[config.mk]
export PLATFORM = sky130hd
export DESIGN_NAME = tlg_row_cell
export DESIGN_NICKNAME = d
export VERILOG_FILES = /design/src/hw/rtl/tlg_pkg.sv /design/src/hw/rtl/tlg_row_cell.sv
export SDC_FILE = /design/constraint.sdc
export NUM_CORES = 1
export LEC_CHECK = 0
export BUFFER_PORTS_ARGS = -buffer_cell sky130_fd_sc_hd__buf_2
export CORE_MARGIN = 2
export CORE_UTILIZATION = 46
export DETAILED_ROUTE_END_ITERATION = 16
export PLACE_DENSITY_LB_ADDON = 0.05
export SYNTH_ARGS = -nofsm -noshare
export SYNTH_HDL_FRONTEND = slang
export SYNTH_SLANG_ARGS = --single-unit
export TNS_END_PERCENT = 1
[constraint.sdc]
create_clock -name clk -period 1 [get_ports clk]
set_clock_uncertainty 0.15 [all_clocks]
set_input_delay 0.2 -clock clk [delete_from_list [all_inputs] [get_ports clk]]
set_output_delay 0.2 -clock clk [all_outputs]
set_load 0.005 [all_outputs]
[src/hw/rtl/tlg_pkg.sv]
// Shared types and constants for the toroidal life grid engine.
package tlg_pkg;

    localparam int REQ_TYPE_W  = 3;
    localparam int ROW_IDX_W   = 6;
    localparam int COL_IDX_W   = 6;
    localparam int ROW_BITS_W  = 64;
    localparam int CFG_IDX_W   = 2;
    localparam int CFG_DATA_W  = 10;
    localparam int SIZE_CFG_W  = 7;
    localparam int PERIOD_W    = 10;
    localparam int NBR_CNT_W   = 4;

    localparam logic [REQ_TYPE_W-1:0] REQ_TOGGLE = 3'd0;
    localparam logic [REQ_TYPE_W-1:0] REQ_CLEAR  = 3'd1;
    localparam logic [REQ_TYPE_W-1:0] REQ_PAUSE  = 3'd2;
    localparam logic [REQ_TYPE_W-1:0] REQ_START  = 3'd3;
    localparam logic [REQ_TYPE_W-1:0] REQ_TICK   = 3'd4;
    localparam logic [REQ_TYPE_W-1:0] REQ_READ   = 3'd5;

    localparam logic [CFG_IDX_W-1:0] CFG_COLS   = 2'd0;
    localparam logic [CFG_IDX_W-1:0] CFG_ROWS   = 2'd1;
    localparam logic [CFG_IDX_W-1:0] CFG_PERIOD = 2'd2;

    localparam logic [SIZE_CFG_W-1:0] COLS_RESET   = 7'd64;
    localparam logic [SIZE_CFG_W-1:0] ROWS_RESET   = 7'd64;
    localparam logic [PERIOD_W-1:0]   PERIOD_RESET = 10'd100;

    localparam logic [NBR_CNT_W-1:0] NBR_STAY  = 4'd2;
    localparam logic [NBR_CNT_W-1:0] NBR_BIRTH = 4'd3;

    typedef enum logic [2:0] {
        ST_IDLE,
        ST_SEEK,
        ST_GEN_RUN,
        ST_FINISH
    } state_t;

    // what to do once the wanted row reaches the head of the ring
    typedef enum logic [1:0] {
        OP_TOGGLE,
        OP_READ,
        OP_GEN_PREV,
        OP_GEN_HEAD
    } op_t;

    typedef struct packed {
        logic shift;
        logic clear;
    } cell_ctrl_t;

endpackage

[src/hw/rtl/tlg_row_cell.sv]
// One row of the grid ring: holds a row, shifts it on, clears or toggles bits.
module tlg_row_cell import tlg_pkg::*; #(
    parameter int W = 64
) (
    input  logic         clk,
    input  logic         rst_n,
    input  cell_ctrl_t   ctrl,
    input  logic [W-1:0] shift_in,
    input  logic [W-1:0] xor_mask,
    output logic [W-1:0] row
);

    logic [W-1:0] row_reg;
    logic [W-1:0] row_next;

    always_comb
    begin
        if (ctrl.clear)
        begin
            row_next = '0;
        end
        else if (ctrl.shift)
        begin
            row_next = shift_in;
        end
        else
        begin
            row_next = row_reg ^ xor_mask;
        end
    end

    always_ff @(posedge clk or negedge rst_n)
    begin
        if (!rst_n)
        begin
            row_reg <= '0;
        end
        else
        begin
            row_reg <= row_next;
        end
    end

    assign row = row_reg;

endmodule

======== Yosys cells after proc, flatten, opt, wreduce, memory -nomap -nowiden ========
Cells that the tools add are included.
operators by class
  multiplexer cells ....................... 2
  bitwise gates (word level) .............. 1
operators by type and width
  cell              number
  $mux W64          2
  $xor A64 B64 Y64  1
storage, ports and cells
  register bits after elaboration ......... 64
  input bits .............................. 132
  output and inout bits ................... 64

======== Depth between registers and ports, before layout ========
  depth in word-level cells ............... 3
  gate-level depth with buffers ........... 4

======== Worst setup path after synthesis ========
Ideal clock, no wire load.
  path kind ............................... input port to flip-flop
  start point ............................. input port ctrl[1] (netlist name)
  end point ............................... register row_reg[13] (netlist: row[13])
  stages on the path ...................... 4
  data required time ...................... 0.763 ns
  arrival time ............................ 0.730 ns
  setup time .............................. 0.087 ns
  path slack .............................. 0.034 ns
  buffers on the path ..................... 2
  cells stage by stage .................... buf_6 -> buf_6 -> nor2b_4 -> a211oi_2
between the ends
  cells in the longest elaborated chain, start to end .. 2
ends and longest elaborated chain
  what                    line                RTL
  start: declaration      tlg_row_cell.sv:7   input cell_ctrl_t ctrl,
  $mux W64                tlg_row_cell.sv:22  else if (ctrl.shift)
  $mux W64                tlg_row_cell.sv:18  if (ctrl.clear)
  net row_next[13]        tlg_row_cell.sv:14  logic [W-1:0] row_next;
  end signal: assignment  tlg_row_cell.sv:40  row_reg <= row_next;
  end: declaration        tlg_row_cell.sv:13  logic [W-1:0] row_reg;
The timed path passes the listed nets, and every way through them passes these cells.

======== Final worst setup path ========
  start point ............................. register row_reg[35] (netlist: row[35])
  end point ............................... output port row[35]
RTL lines
  what              line                RTL
  end: declaration  tlg_row_cell.sv:10  output logic [W-1:0] row
No word-level cell between the ends.

==> flow_summary_export.csv <==
group,metric,value,unit
timing,setup_viol,73,
synth,synth_nets,409,
worst_setup_path,r2r-end,"row[24]$_DFF_PN0_",
min_path,hold_path.startpoint,"shift_in[16]",
status,status,"finished, violations left",
cts,path_clk_slew,0.07,ns
die,rows,33,
global_routing,grt_util_met3,5.247,%
finish,diodes,0,
routing,ant_nets,0,
finish,drive_above_1_share,67.57,%
global_routing,grt_overflow_total,0,
power_and_ir_drop,peakVddDrop,0.0006552,V
routing,route.detailed.drc,0,
timing,rsz0062_at_grt,"true",
synth,yosys_warnings,0,
synth,netlist_area,0.003899,mm^2
cts,clkSinkCount,64,
routing,wire_per_inst,14.83,um
power_and_ir_drop,leakagePower,2.667,nW
timing,tightest_slew,0.2159,ns
synth,synthFlopType,"dfrtp_1",
global_routing,groute.layer.met1.usage,23.94,%
flow_run,cap_violations,0,
cts,clockBufferDepth,2,
placement,portBuffers,195,
synth,ys_ff_latch,64,
timing,period_share,121.6,%
cts,cts_root_buf,"clkbuf_8",
timing,hold_violations,0,
cts,cts_tree,"done",
die,start_util,47.45,%
synth,avgSynthCellArea,14.07,um^2
routing,via_per_inst,4.785,
worst_setup_path,r2r_slack,-0.07,ns
die,ioPinCount,196,
worst_setup_path,crit_type,"reg -> out",
synth,synth_common_cells,"dfrtp_1, xnor2_1, a211oi_2, nor2b_4, nor2b_1",
synth,yosysTopAreaCell,"dfrtp_1",
global_routing,grt_pass1_vias,2900,
placement,dp_cells,570,
global_routing,grt_max_degree,34,
cts,cts_buffers,9,
synth,ys_seq_area_share,41.08,%
global_routing,grt_usage,19.54,%
synth,ys_types,11,
cts,clk_latency,0.32,ns
status,violations,"negative setup slack",
worst_setup_path,r2r-start,"row[24]$_DFF_PN0_",
min_path,hold_end,"row[16]$_DFF_PN0_",
timing,relSlewSlack,85.50,%
global_routing,antenna_found_initial,0,
worst_setup_path,crit_chain,"buf_2",
timing,worst_slack,-0.2157,ns
synth,async_flop_share,100.0,%
cts,h-tree-depth,3,
worst_setup_path,path_buf_inv,1,
die,fp.dieW,96.06,um
global_routing,met2_usage,33.16,%
synth,synth.top_cell.area_share,41.08,%
worst_setup_path,arrival,0.87,ns
worst_setup_path,cp_slowest_cell,"dfrtp_1",
worst_setup_path,cp-start-kind,"flop",
finish,final_core_util,68.27,%
finish,fin_cells,620,
timing,fin_crit,1.216,ns
timing,drv_slew,0,
worst_setup_path,slowest_delay,0.41,ns
synth,synthCells,277,
placement,dpl_cell_area,0.005045,mm^2
timing,max_freq,822.6,MHz
finish,nets,643,
worst_setup_path,r2r_cells,3,
die,die_area,0.009228,mm^2
synth,synth_edf_count,0,
worst_setup_path,critPathTopFamily,"flip-flops",
timing,setup_tns,-13.12,ns
synth,synthTopCellsByArea,"dfrtp_1, a211oi_2, nor2b_4",
global_routing,top_usage_layer,"met2",
finish,areaGrowthSynthToFinish,43.87,%
worst_setup_path,worst_ep_required_time,0.65,ns
routing,drt-total-wl,9196,um
finish,n_fill_cell,656,
routing,firstDrtPassIters,4,
global_routing,grt_pass1_wl,13710,um
worst_setup_path,cp-end-kind,"output port",
placement,gp_congestion,0.7435,
power_and_ir_drop,power_density,1241,mW/mm^2
finish,final_area,0.005609,mm^2
routing,num_vias,2967,
placement,pre_cts_ws,-0.2013,ns
worst_setup_path,worst-path-max-fanout,2,
die,die_h,96.06,um
min_path,min_path_type,"in -> reg",
min_path,min_path_cells,3,
finish,largest_reg_flops,64,
routing,drt_iter0_markers,57,
placement,hpwl,6527,um
die,coreArea,0.008217,mm^2
metal layers:
metal | up-vias | wire length, um | share of wire, %
met5 | - | 0 | 0
met4 | 0 | 136 | 1.5
met3 | 12 | 674 | 7.3
met2 | 116 | 4614 | 50
met1 | 1424 | 3771 | 41
li1 | 1415 | - | -
worst min-delay path, stage by stage:
cell and delay, ns:
buf_2 0.11, nor2b_4 0.10, a211oi_2 0.04
cell type report:
| class | count | area, um^2 | area share [%] |
|---|---|---|---|
| Multi-Input combinational cell | 192 | 2165 | 38.59 |
| Sequential cell | 64 | 1602 | 28.55 |
| Timing Repair Buffer | 243 | 1519 | 27.08 |
| Clock buffer | 11 | 141.4 | 2.521 |
| Tap cell | 105 | 131.4 | 2.342 |
| Clock inverter | 4 | 45.04 | 0.8030 |
| Inverter | 1 | 6.256 | 0.1115 |
kinds of logic (layout without fill, tap and decap cells):
logic type / Yosys count / count (layout) / share of synthesized area [%]
AOI/OAI and AO/OA: 64 / 64 / 20.03
xor gates and xnor gates: 64 / 64 / 14.38
DFF: 64 / 64 / 41.08
and+or+nand+nor: 64 / 64 / 19.90
buffers and inverters: 21 / 259 / 4.621
timing repair:
item	CTS	global route
hold buffers	25	2
buffers inserted	7	1
pin swaps	9	28
endpoints found under the hold margin	88	2
resized for setup	1	6
setup endpoints to repair	66	110
how the worst max path moves through the flow:
stage / from / endpoint / slack, ns / depth (start not counted)
3_3_place_gp: ctrl[1] / row[5]$_DFF_PN0_ / -0.12 / 4
2_1_floorplan: ctrl[1] / row[13]$_DFF_PN0_ / 0.03 / 4
3_5_place_dp: ctrl[1] / row[2]$_DFF_PN0_ / -0.20 / 4
6_report: row[35]$_DFF_PN0_ / row[35] / -0.22 / 1
5_1_grt: row[1]$_DFF_PN0_ / row[1] / -0.26 / 1
4_1_cts: row[35]$_DFF_PN0_ / row[35] / -0.23 / 1
where the power goes:
group          total (mW)  switching [mW]  internal [mW]
logic                1.86           0.795           1.07
clock network        2.15           0.957           1.19
registers            2.94           0.142           2.80
total                6.96            1.89           5.06
metrics by stage:
step                hold slack, ns  power (mW)
finish                     0.01241       6.958
global route             0.0007846       7.329
CTS                     0.00009373       7.008
detailed placement         0.06803       4.713
global placement           0.06656       4.692
floorplan                  -0.2456       3.953
cell usage in the layout (no fill, tap or decap):
cell type,n
nor2b_4,50
buf_4,13
clkinv_2,3
a211oi_1,2
nor2b_1,14
inv_4,1
xnor2_2,5
dfrtp_1,64
clkbuf_1,1
a211oi_2,62
clkbuf_8,10
buf_2,194
bufinv_16,1
buf_12,9
dlygate4sd3_1,27
xnor2_1,59
(Power assumes the default switching activity.)
