===== config.mk =====
export PLATFORM = sky130hd
export DESIGN_NAME = tlg_row_rule
export DESIGN_NICKNAME = d
export VERILOG_FILES = /design/src/hw/rtl/tlg_pkg.sv /design/src/hw/rtl/tlg_row_rule.sv
export SDC_FILE = /design/constraint.sdc
export NUM_CORES = 1
export LEC_CHECK = 0
export ABC_CLOCK_PERIOD_IN_PS = 7960
export BUFFER_PORTS_ARGS = -buffer_cell sky130_fd_sc_hd__buf_2
export CAP_MARGIN = 0
export CORE_UTILIZATION = 55
export DETAILED_ROUTE_END_ITERATION = 12
export GPL_TIMING_DRIVEN = 0
export PLACE_DENSITY = 0.83
export SYNTH_ARGS = -nofsm -noshare
export SYNTH_HDL_FRONTEND = slang
export SYNTH_SLANG_ARGS = --single-unit

===== constraint.sdc =====
create_clock -name vclk -period 7.96
set_input_delay 1.194 -clock vclk [all_inputs]
set_output_delay 1.194 -clock vclk [all_outputs]
set_load 0.01 [all_outputs]

===== src/hw/rtl/tlg_pkg.sv =====
// Shared types and constants for the toroidal life grid engine.
package tlg_pkg;

    localparam int REQ_TYPE_W  = 3;
    localparam int ROW_IDX_W   = 6;
    localparam int COL_IDX_W   = 6;
    localparam int ROW_BITS_W  = 64;
    localparam int CFG_IDX_W   = 2;
    localparam int CFG_DATA_W  = 10;
    localparam int SIZE_CFG_W  = 7;
    localparam int PERIOD_W    = 10;
    localparam int NBR_CNT_W   = 4;

    localparam logic [REQ_TYPE_W-1:0] REQ_TOGGLE = 3'd0;
    localparam logic [REQ_TYPE_W-1:0] REQ_CLEAR  = 3'd1;
    localparam logic [REQ_TYPE_W-1:0] REQ_PAUSE  = 3'd2;
    localparam logic [REQ_TYPE_W-1:0] REQ_START  = 3'd3;
    localparam logic [REQ_TYPE_W-1:0] REQ_TICK   = 3'd4;
    localparam logic [REQ_TYPE_W-1:0] REQ_READ   = 3'd5;

    localparam logic [CFG_IDX_W-1:0] CFG_COLS   = 2'd0;
    localparam logic [CFG_IDX_W-1:0] CFG_ROWS   = 2'd1;
    localparam logic [CFG_IDX_W-1:0] CFG_PERIOD = 2'd2;

    localparam logic [SIZE_CFG_W-1:0] COLS_RESET   = 7'd64;
    localparam logic [SIZE_CFG_W-1:0] ROWS_RESET   = 7'd64;
    localparam logic [PERIOD_W-1:0]   PERIOD_RESET = 10'd100;

    localparam logic [NBR_CNT_W-1:0] NBR_STAY  = 4'd2;
    localparam logic [NBR_CNT_W-1:0] NBR_BIRTH = 4'd3;

    typedef enum logic [2:0] {
        ST_IDLE,
        ST_SEEK,
        ST_GEN_RUN,
        ST_FINISH
    } state_t;

    // what to do once the wanted row reaches the head of the ring
    typedef enum logic [1:0] {
        OP_TOGGLE,
        OP_READ,
        OP_GEN_PREV,
        OP_GEN_HEAD
    } op_t;

    typedef struct packed {
        logic shift;
        logic clear;
    } cell_ctrl_t;

endpackage


===== src/hw/rtl/tlg_row_rule.sv =====
// Next-generation row from the rows above, at and below, with column wrap.
module tlg_row_rule import tlg_pkg::*; #(
    parameter int MAX_COLS = 64
) (
    input  logic [MAX_COLS-1:0]             up,
    input  logic [MAX_COLS-1:0]             cur,
    input  logic [MAX_COLS-1:0]             dn,
    input  logic [$clog2(MAX_COLS+1)-1:0]   eff_cols,
    input  logic [MAX_COLS-1:0]             col_mask,
    output logic [MAX_COLS-1:0]             next_row
);

    localparam int CIW = $clog2(MAX_COLS);

    logic [CIW-1:0] last_col;

    assign last_col = CIW'(eff_cols - 1'b1);

    for (genvar c = 0; c < MAX_COLS; c++)
    begin : g_col
        logic [2:0]           lf;
        logic [2:0]           rt;
        logic [NBR_CNT_W-1:0] n;
        logic                 live;

        if (c == 0)
        begin : g_left_wrap
            assign lf = {up[last_col], cur[last_col], dn[last_col]};
        end
        else
        begin : g_left
            assign lf = {up[c-1], cur[c-1], dn[c-1]};
        end

        // right neighbor wraps to column 0 at the in-use edge
        assign rt = (32'(c + 1) == 32'(eff_cols))
                  ? {up[0], cur[0], dn[0]}
                  : {up[(c+1) % MAX_COLS], cur[(c+1) % MAX_COLS], dn[(c+1) % MAX_COLS]};

        assign n = NBR_CNT_W'(lf[2]) + NBR_CNT_W'(lf[1]) + NBR_CNT_W'(lf[0])
                 + NBR_CNT_W'(rt[2]) + NBR_CNT_W'(rt[1]) + NBR_CNT_W'(rt[0])
                 + NBR_CNT_W'(up[c]) + NBR_CNT_W'(dn[c]);

        assign live = cur[c] ? (n == NBR_STAY || n == NBR_BIRTH) : (n == NBR_BIRTH);

        assign next_row[c] = live & col_mask[c];
    end

endmodule


## Word level (Yosys, flattened, before mapping)

Cells that the tools add are included.

- Bits in registers: 0
- Latch bits: 0
- RAM bits: 0
- ROM bits: 0
- Input bits: 263
- Output and inout bits: 64
- Logic and storage cells: 902
- Memories: 0

- Add/sub/neg operators: 449
- $mul: 0
- Divide/modulo/power cells: 0
- Magnitude comparators: 1
- Equal/unequal tests: 191
- Shift operators: 0
- Multiplexer cells: 133
- Bitwise operators: 64
- Reductions and logical operators: 64

Operators by type and width:

| kind | number |
|---|---|
| $add 4x1->4 | 256 |
| $eq 4x2->1 const B | 128 |
| $add 3x1->4 | 64 |
| $eq 6x7->1 const A | 32 |
| $add 2x1->3 | 64 |
| $mux 3 | 63 |
| $add 1x1->2 | 64 |
| $eq 5x7->1 const A | 16 |
| $mux 1 | 67 |
| $and 1x1->1 | 64 |
| $logic_or 1x1->1 | 64 |
| $eq 4x7->1 const A | 8 |
| $eq 3x7->1 const A | 4 |
| $bmux 1 s6 | 3 |
| $eq 2x7->1 const A | 2 |
| $eq 1x7->1 const A | 1 |
| $lt 6x7->1 const B | 1 |
| $sub 6x1->6 const B | 1 |

## Depth between registers and ports, before layout

- Depth in word-level cells: 14
- Gate-level depth with buffers: 22
- Mapped depth without buffers: 18

## Worst setup path after synthesis

Ideal clock, no wire load.

- Path type: input-to-output
- Start: input port eff_cols[0]
- End: output port next_row[0]
- Arrival: 6.095 ns
- Required time: 6.766 ns
- Setup slack: 0.671 ns
- Cell stages on the path: 20
- Buffers on the path: 5
- Cells stage by stage: buf_6 buf_6 buf_2 inv_1 ha_1 buf_2 buf_1 mux4_2 a222oi_1 nand3_1 and4_1 fa_1 inv_1 fa_1 inv_1 fa_1 ha_1 fa_1 o21ai_0 o2111a_1

- Word-level cells in the longest chain between the ends: 14
- Elaborated cells on any way between the ends: 21
- Those cells by class: 8 x add/sub; 3 x eq/ne; 8 x mux; 1 x bitwise; 1 x reduce/logical

Ends and longest elaborated chain:

| element | line | text |
|---|---|---|
| start: declaration | tlg_row_rule.sv:8 | `input logic [$clog2(MAX_COLS+1)-1:0] eff_cols,` |
| $sub 6x1->6 | tlg_row_rule.sv:17 | `assign last_col = CIW'(eff_cols - 1'b1);` |
| $bmux 1 s6 | tlg_row_rule.sv:28 | `assign lf = {up[last_col], cur[last_col], dn[last_col]};` |
| $mux 1 (not written as such) | tlg_row_rule.sv:28 |  |
| $add 1x1->2 | tlg_row_rule.sv:40 | `assign n = NBR_CNT_W'(lf[2]) + NBR_CNT_W'(lf[1]) + NBR_CNT_W'(lf[0])` |
| $add 2x1->3 | tlg_row_rule.sv:40 |  |
| $add 3x1->4 | tlg_row_rule.sv:41 | `+ NBR_CNT_W'(rt[2]) + NBR_CNT_W'(rt[1]) + NBR_CNT_W'(rt[0])` |
| $add 4x1->4 | tlg_row_rule.sv:41 |  |
| $add 4x1->4 (*) | tlg_row_rule.sv:41 |  |
| $add 4x1->4 (*) (2 in series) | tlg_row_rule.sv:42 | `+ NBR_CNT_W'(up[c]) + NBR_CNT_W'(dn[c]);` |
| $eq 4x2->1 | tlg_row_rule.sv:44 | `assign live = cur[c] ? (n == NBR_STAY \|\| n == NBR_BIRTH) : (n == NBR_BIRTH);` |
| $logic_or 1x1->1 | tlg_row_rule.sv:44 |  |
| $mux 1 (*) | tlg_row_rule.sv:44 |  |
| $and 1x1->1 (*) | tlg_row_rule.sv:46 | `assign next_row[c] = live & col_mask[c];` |
| end: declaration | tlg_row_rule.sv:10 | `output logic [MAX_COLS-1:0] next_row` |

Mark *: on every way between the ends. The rest lies on a longest branch, timed or not. The select of a mux whose other input is x is not followed.

## Worst setup path after layout

Ends and elaborated chain as after synthesis.

==> metrics <==
critical path capture point next_row[0]; Critical-path top delay cell fa_1; Avg Inst Size Synth between 10 and 15 um^2; max frequency between 100 and 150 MHz; mapped cell area ~14,000 um^2; peak supply drop ~0.000071 V; WL/cell ~23 um; die area around 26,000 um^2; Seq cells 0; number of port buffers 326; Core Footprint around 25,000 um^2; DR vias/cell around 6.3; vias in the first global route ~14,000; hold-fix buffers at CTS 0; Final Setup Violations 0; worst-path fanout max 16; Synth Area in XOR/XNOR 0.240%; Reg area 0 um^2; global-route wire length before repair between 70,000 and 80,000 um; CLK BUF 0; Starting Density a little under three fifths; total number of vias 12,700; slowest stage delay, CP ~520 ps; RSZ-0062 raised after global routing no; Max-Slew Margin vs Limit 26.6%; pwr dens 111 nW/um^2; CP Launch Point eff_cols[0]; Starting DRT DRC Count 1,014; Post-DRT Antenna Nets 0; startpoint types input pin; post-route cell area ~16,000 um^2; Chip Height 162 um; Syn Nets between 2,000 and 2,500; Pwr Total about 1800 uW; outcome finished clean; MaxCap Viol Count 0; Synth Area in Compound Gates 11.9%; Seq/Total Area, Yosys 0%; Hold Crit Class input pin to output port; I/O Pins around 330; actual slew at the worst max-slew pin 1100 ps; largest family of logic cells by synthesized area adder cells; final hold slack 2710 ps; Pre-antenna DRT Iters 5; leak pwr approximately 0.0076 uW; initial antenna violation count 7; GR Overflow Total 0; GP Congestion 0.965; Die Span X 162 um; Cells after Synth 1,355; post-synthesis simple-gate area fraction between 6 and 7%; Synth Area in Adders between 50% and 60%; Worst Setup End Kind output port; commonest non-fill, non-tap cell in the layout buf_2; post-synthesis mux area share 20.6%; DRC Markers 0; YS warnings 0; Critical Path, Cell by Cell buf_2, buf_8, buf_8, inv_1, ha_2, buf_8, buf_6, mux4_2, a22oi_1, nand4_1, and4_1, fa_1, inv_1, fa_1, inv_1, fa_1, ha_1, fa_1, o21ai_0, o2111a_1, buf_2; max-slew violation count 0; fin crit share a little over nine tenths; largest net degree at the start of global routing 11; Area Growth Syn to Fin 14.8%; Final nets approximately 2,400; Synth cell types 45; most frequent cells in the layout 334 x buf_2, 256 x fa_1, 199 x inv_1; fill count 2,004; gr usage total around 36%; Post-DP Area 16,100 um^2; Routed WL ~46,000 um; Setup TNS 0 ps; CP most frequent cell fa_1; Worst EP required 6770 ps; Critical Path AT roughly 6600 ps; Std-Cell Rows between 50 and 60; layout cell share with drive strength beyond 1 around 28%; Final min period between 7000 and 8000 ps; CP Class input pin to output port; postcts setup bufs 0; Final Hold Vio Count 0; DP Wirelength 39,800 um
==> Yosys cell counts (all sizes together) (2+ instances only) <==
library cell / number / area share, %
fa: 256 / 36
inv: 199 / 5.3
ha: 196 / 17
mux2i: 111 / 7.9
nand3: 85 / 3.0
a21oi: 79 / 2.8
nor2: 68 / 1.8
o21ai: 67 / 2.4
o2111a: 64 / 5.1
mux2: 63 / 5.0
mux4: 48 / 7.7
clkbuf: 25 / 0.67
nand2: 21 / 0.56
buf: 20 / 0.87
a22oi: 8 / 0.43
a222oi: 6 / 0.43
nand4: 5 / 0.22
a211oi: 4 / 0.25
nor2b: 3 / 0.13
a21boi: 2 / 0.11
a31o: 2 / 0.12
and3: 2 / 0.089
and3b: 2 / 0.12
and4: 2 / 0.12
nor3: 2 / 0.071
nor3b: 2 / 0.11
or2: 2 / 0.089
or3: 2 / 0.12
xnor2: 2 / 0.18
==> logic make-up after synthesis <==
family | after synthesis
xor+xnor | 3
fa+ha+maj | 452
mux | 222
buf+inv | 244
compound gates | 235
simple gates | 199
==> through the flow <==
step | cells | utilization, % | setup slack, ps
after floorplan | 1355 | - | 671
after global placement | 2011 | 64.1 | -931
after detailed placement | 2011 | 64.1 | -980
after CTS | 2011 | 64.2 | 8.12
after global routing | 2012 | 64.2 | 26.8
final | 2013 | 64.2 | 220
==> per-layer routing <==
metal  part of all wire [%]  GRT usage [%]  vias to the layer above
met5                  0.052              0                        -
met4                    4.6           15.3                        4
met3                    9.9           6.08                      139
met2                     49           61.9                      732
met1                     37           45.3                     6332
li1                       -              -                     5535
==> where the power goes <==
part | internal [uW] | total (uW) | switching (uW) | leakage (uW)
sequential | 0 | 0 | 0 | 0
clock | 0.0000504 | 0.0000504 | 0 | 0.0000000190
combinational | 797 | 1790 | 997 | 0.00758
total | 797 | 1790 | 997 | 0.00758
==> critical path: cells and delay by family <==
kind,cells,cell delay [ps]
AO/OA/AOI/OAI,3,700
adder cells (fa/ha/maj),6,2540
buffers and inverters,9,1370
multiplexers,1,320
AND/OR/NAND/NOR,2,400
==> final cells by class <==
cell class / instances / area, um^2 / area share (%)
Buffer: 44 / 253 / 1.56
Antenna cell: 3 / 7.51 / 0.0464
Inverter: 199 / 747 / 4.62
Timing Repair Buffer: 326 / 1630 / 10.1
Tap cell: 330 / 413 / 2.55
Multi-Input combinational cell: 1111 / 13100 / 81.1
==> worst min-delay path by stage <==
stage            startpoint           end  slack (ps)  cells past startpoint
6_report       col_mask[12]  next_row[12]        2710                      3
5_1_grt         col_mask[9]   next_row[9]        2720                      3
4_1_cts        col_mask[12]  next_row[12]        2710                      3
3_5_place_dp   col_mask[12]  next_row[12]        2710                      3
3_3_place_gp    col_mask[9]   next_row[9]        2710                      3
2_1_floorplan  col_mask[10]  next_row[10]        2510                      1
==> timing repair <==
action                                  CTS  global route
pin swaps                                 0             0
endpoints found under the setup margin    1             1
resized for setup                        13             8
Note: power is estimated with default switching activity, not from simulation.
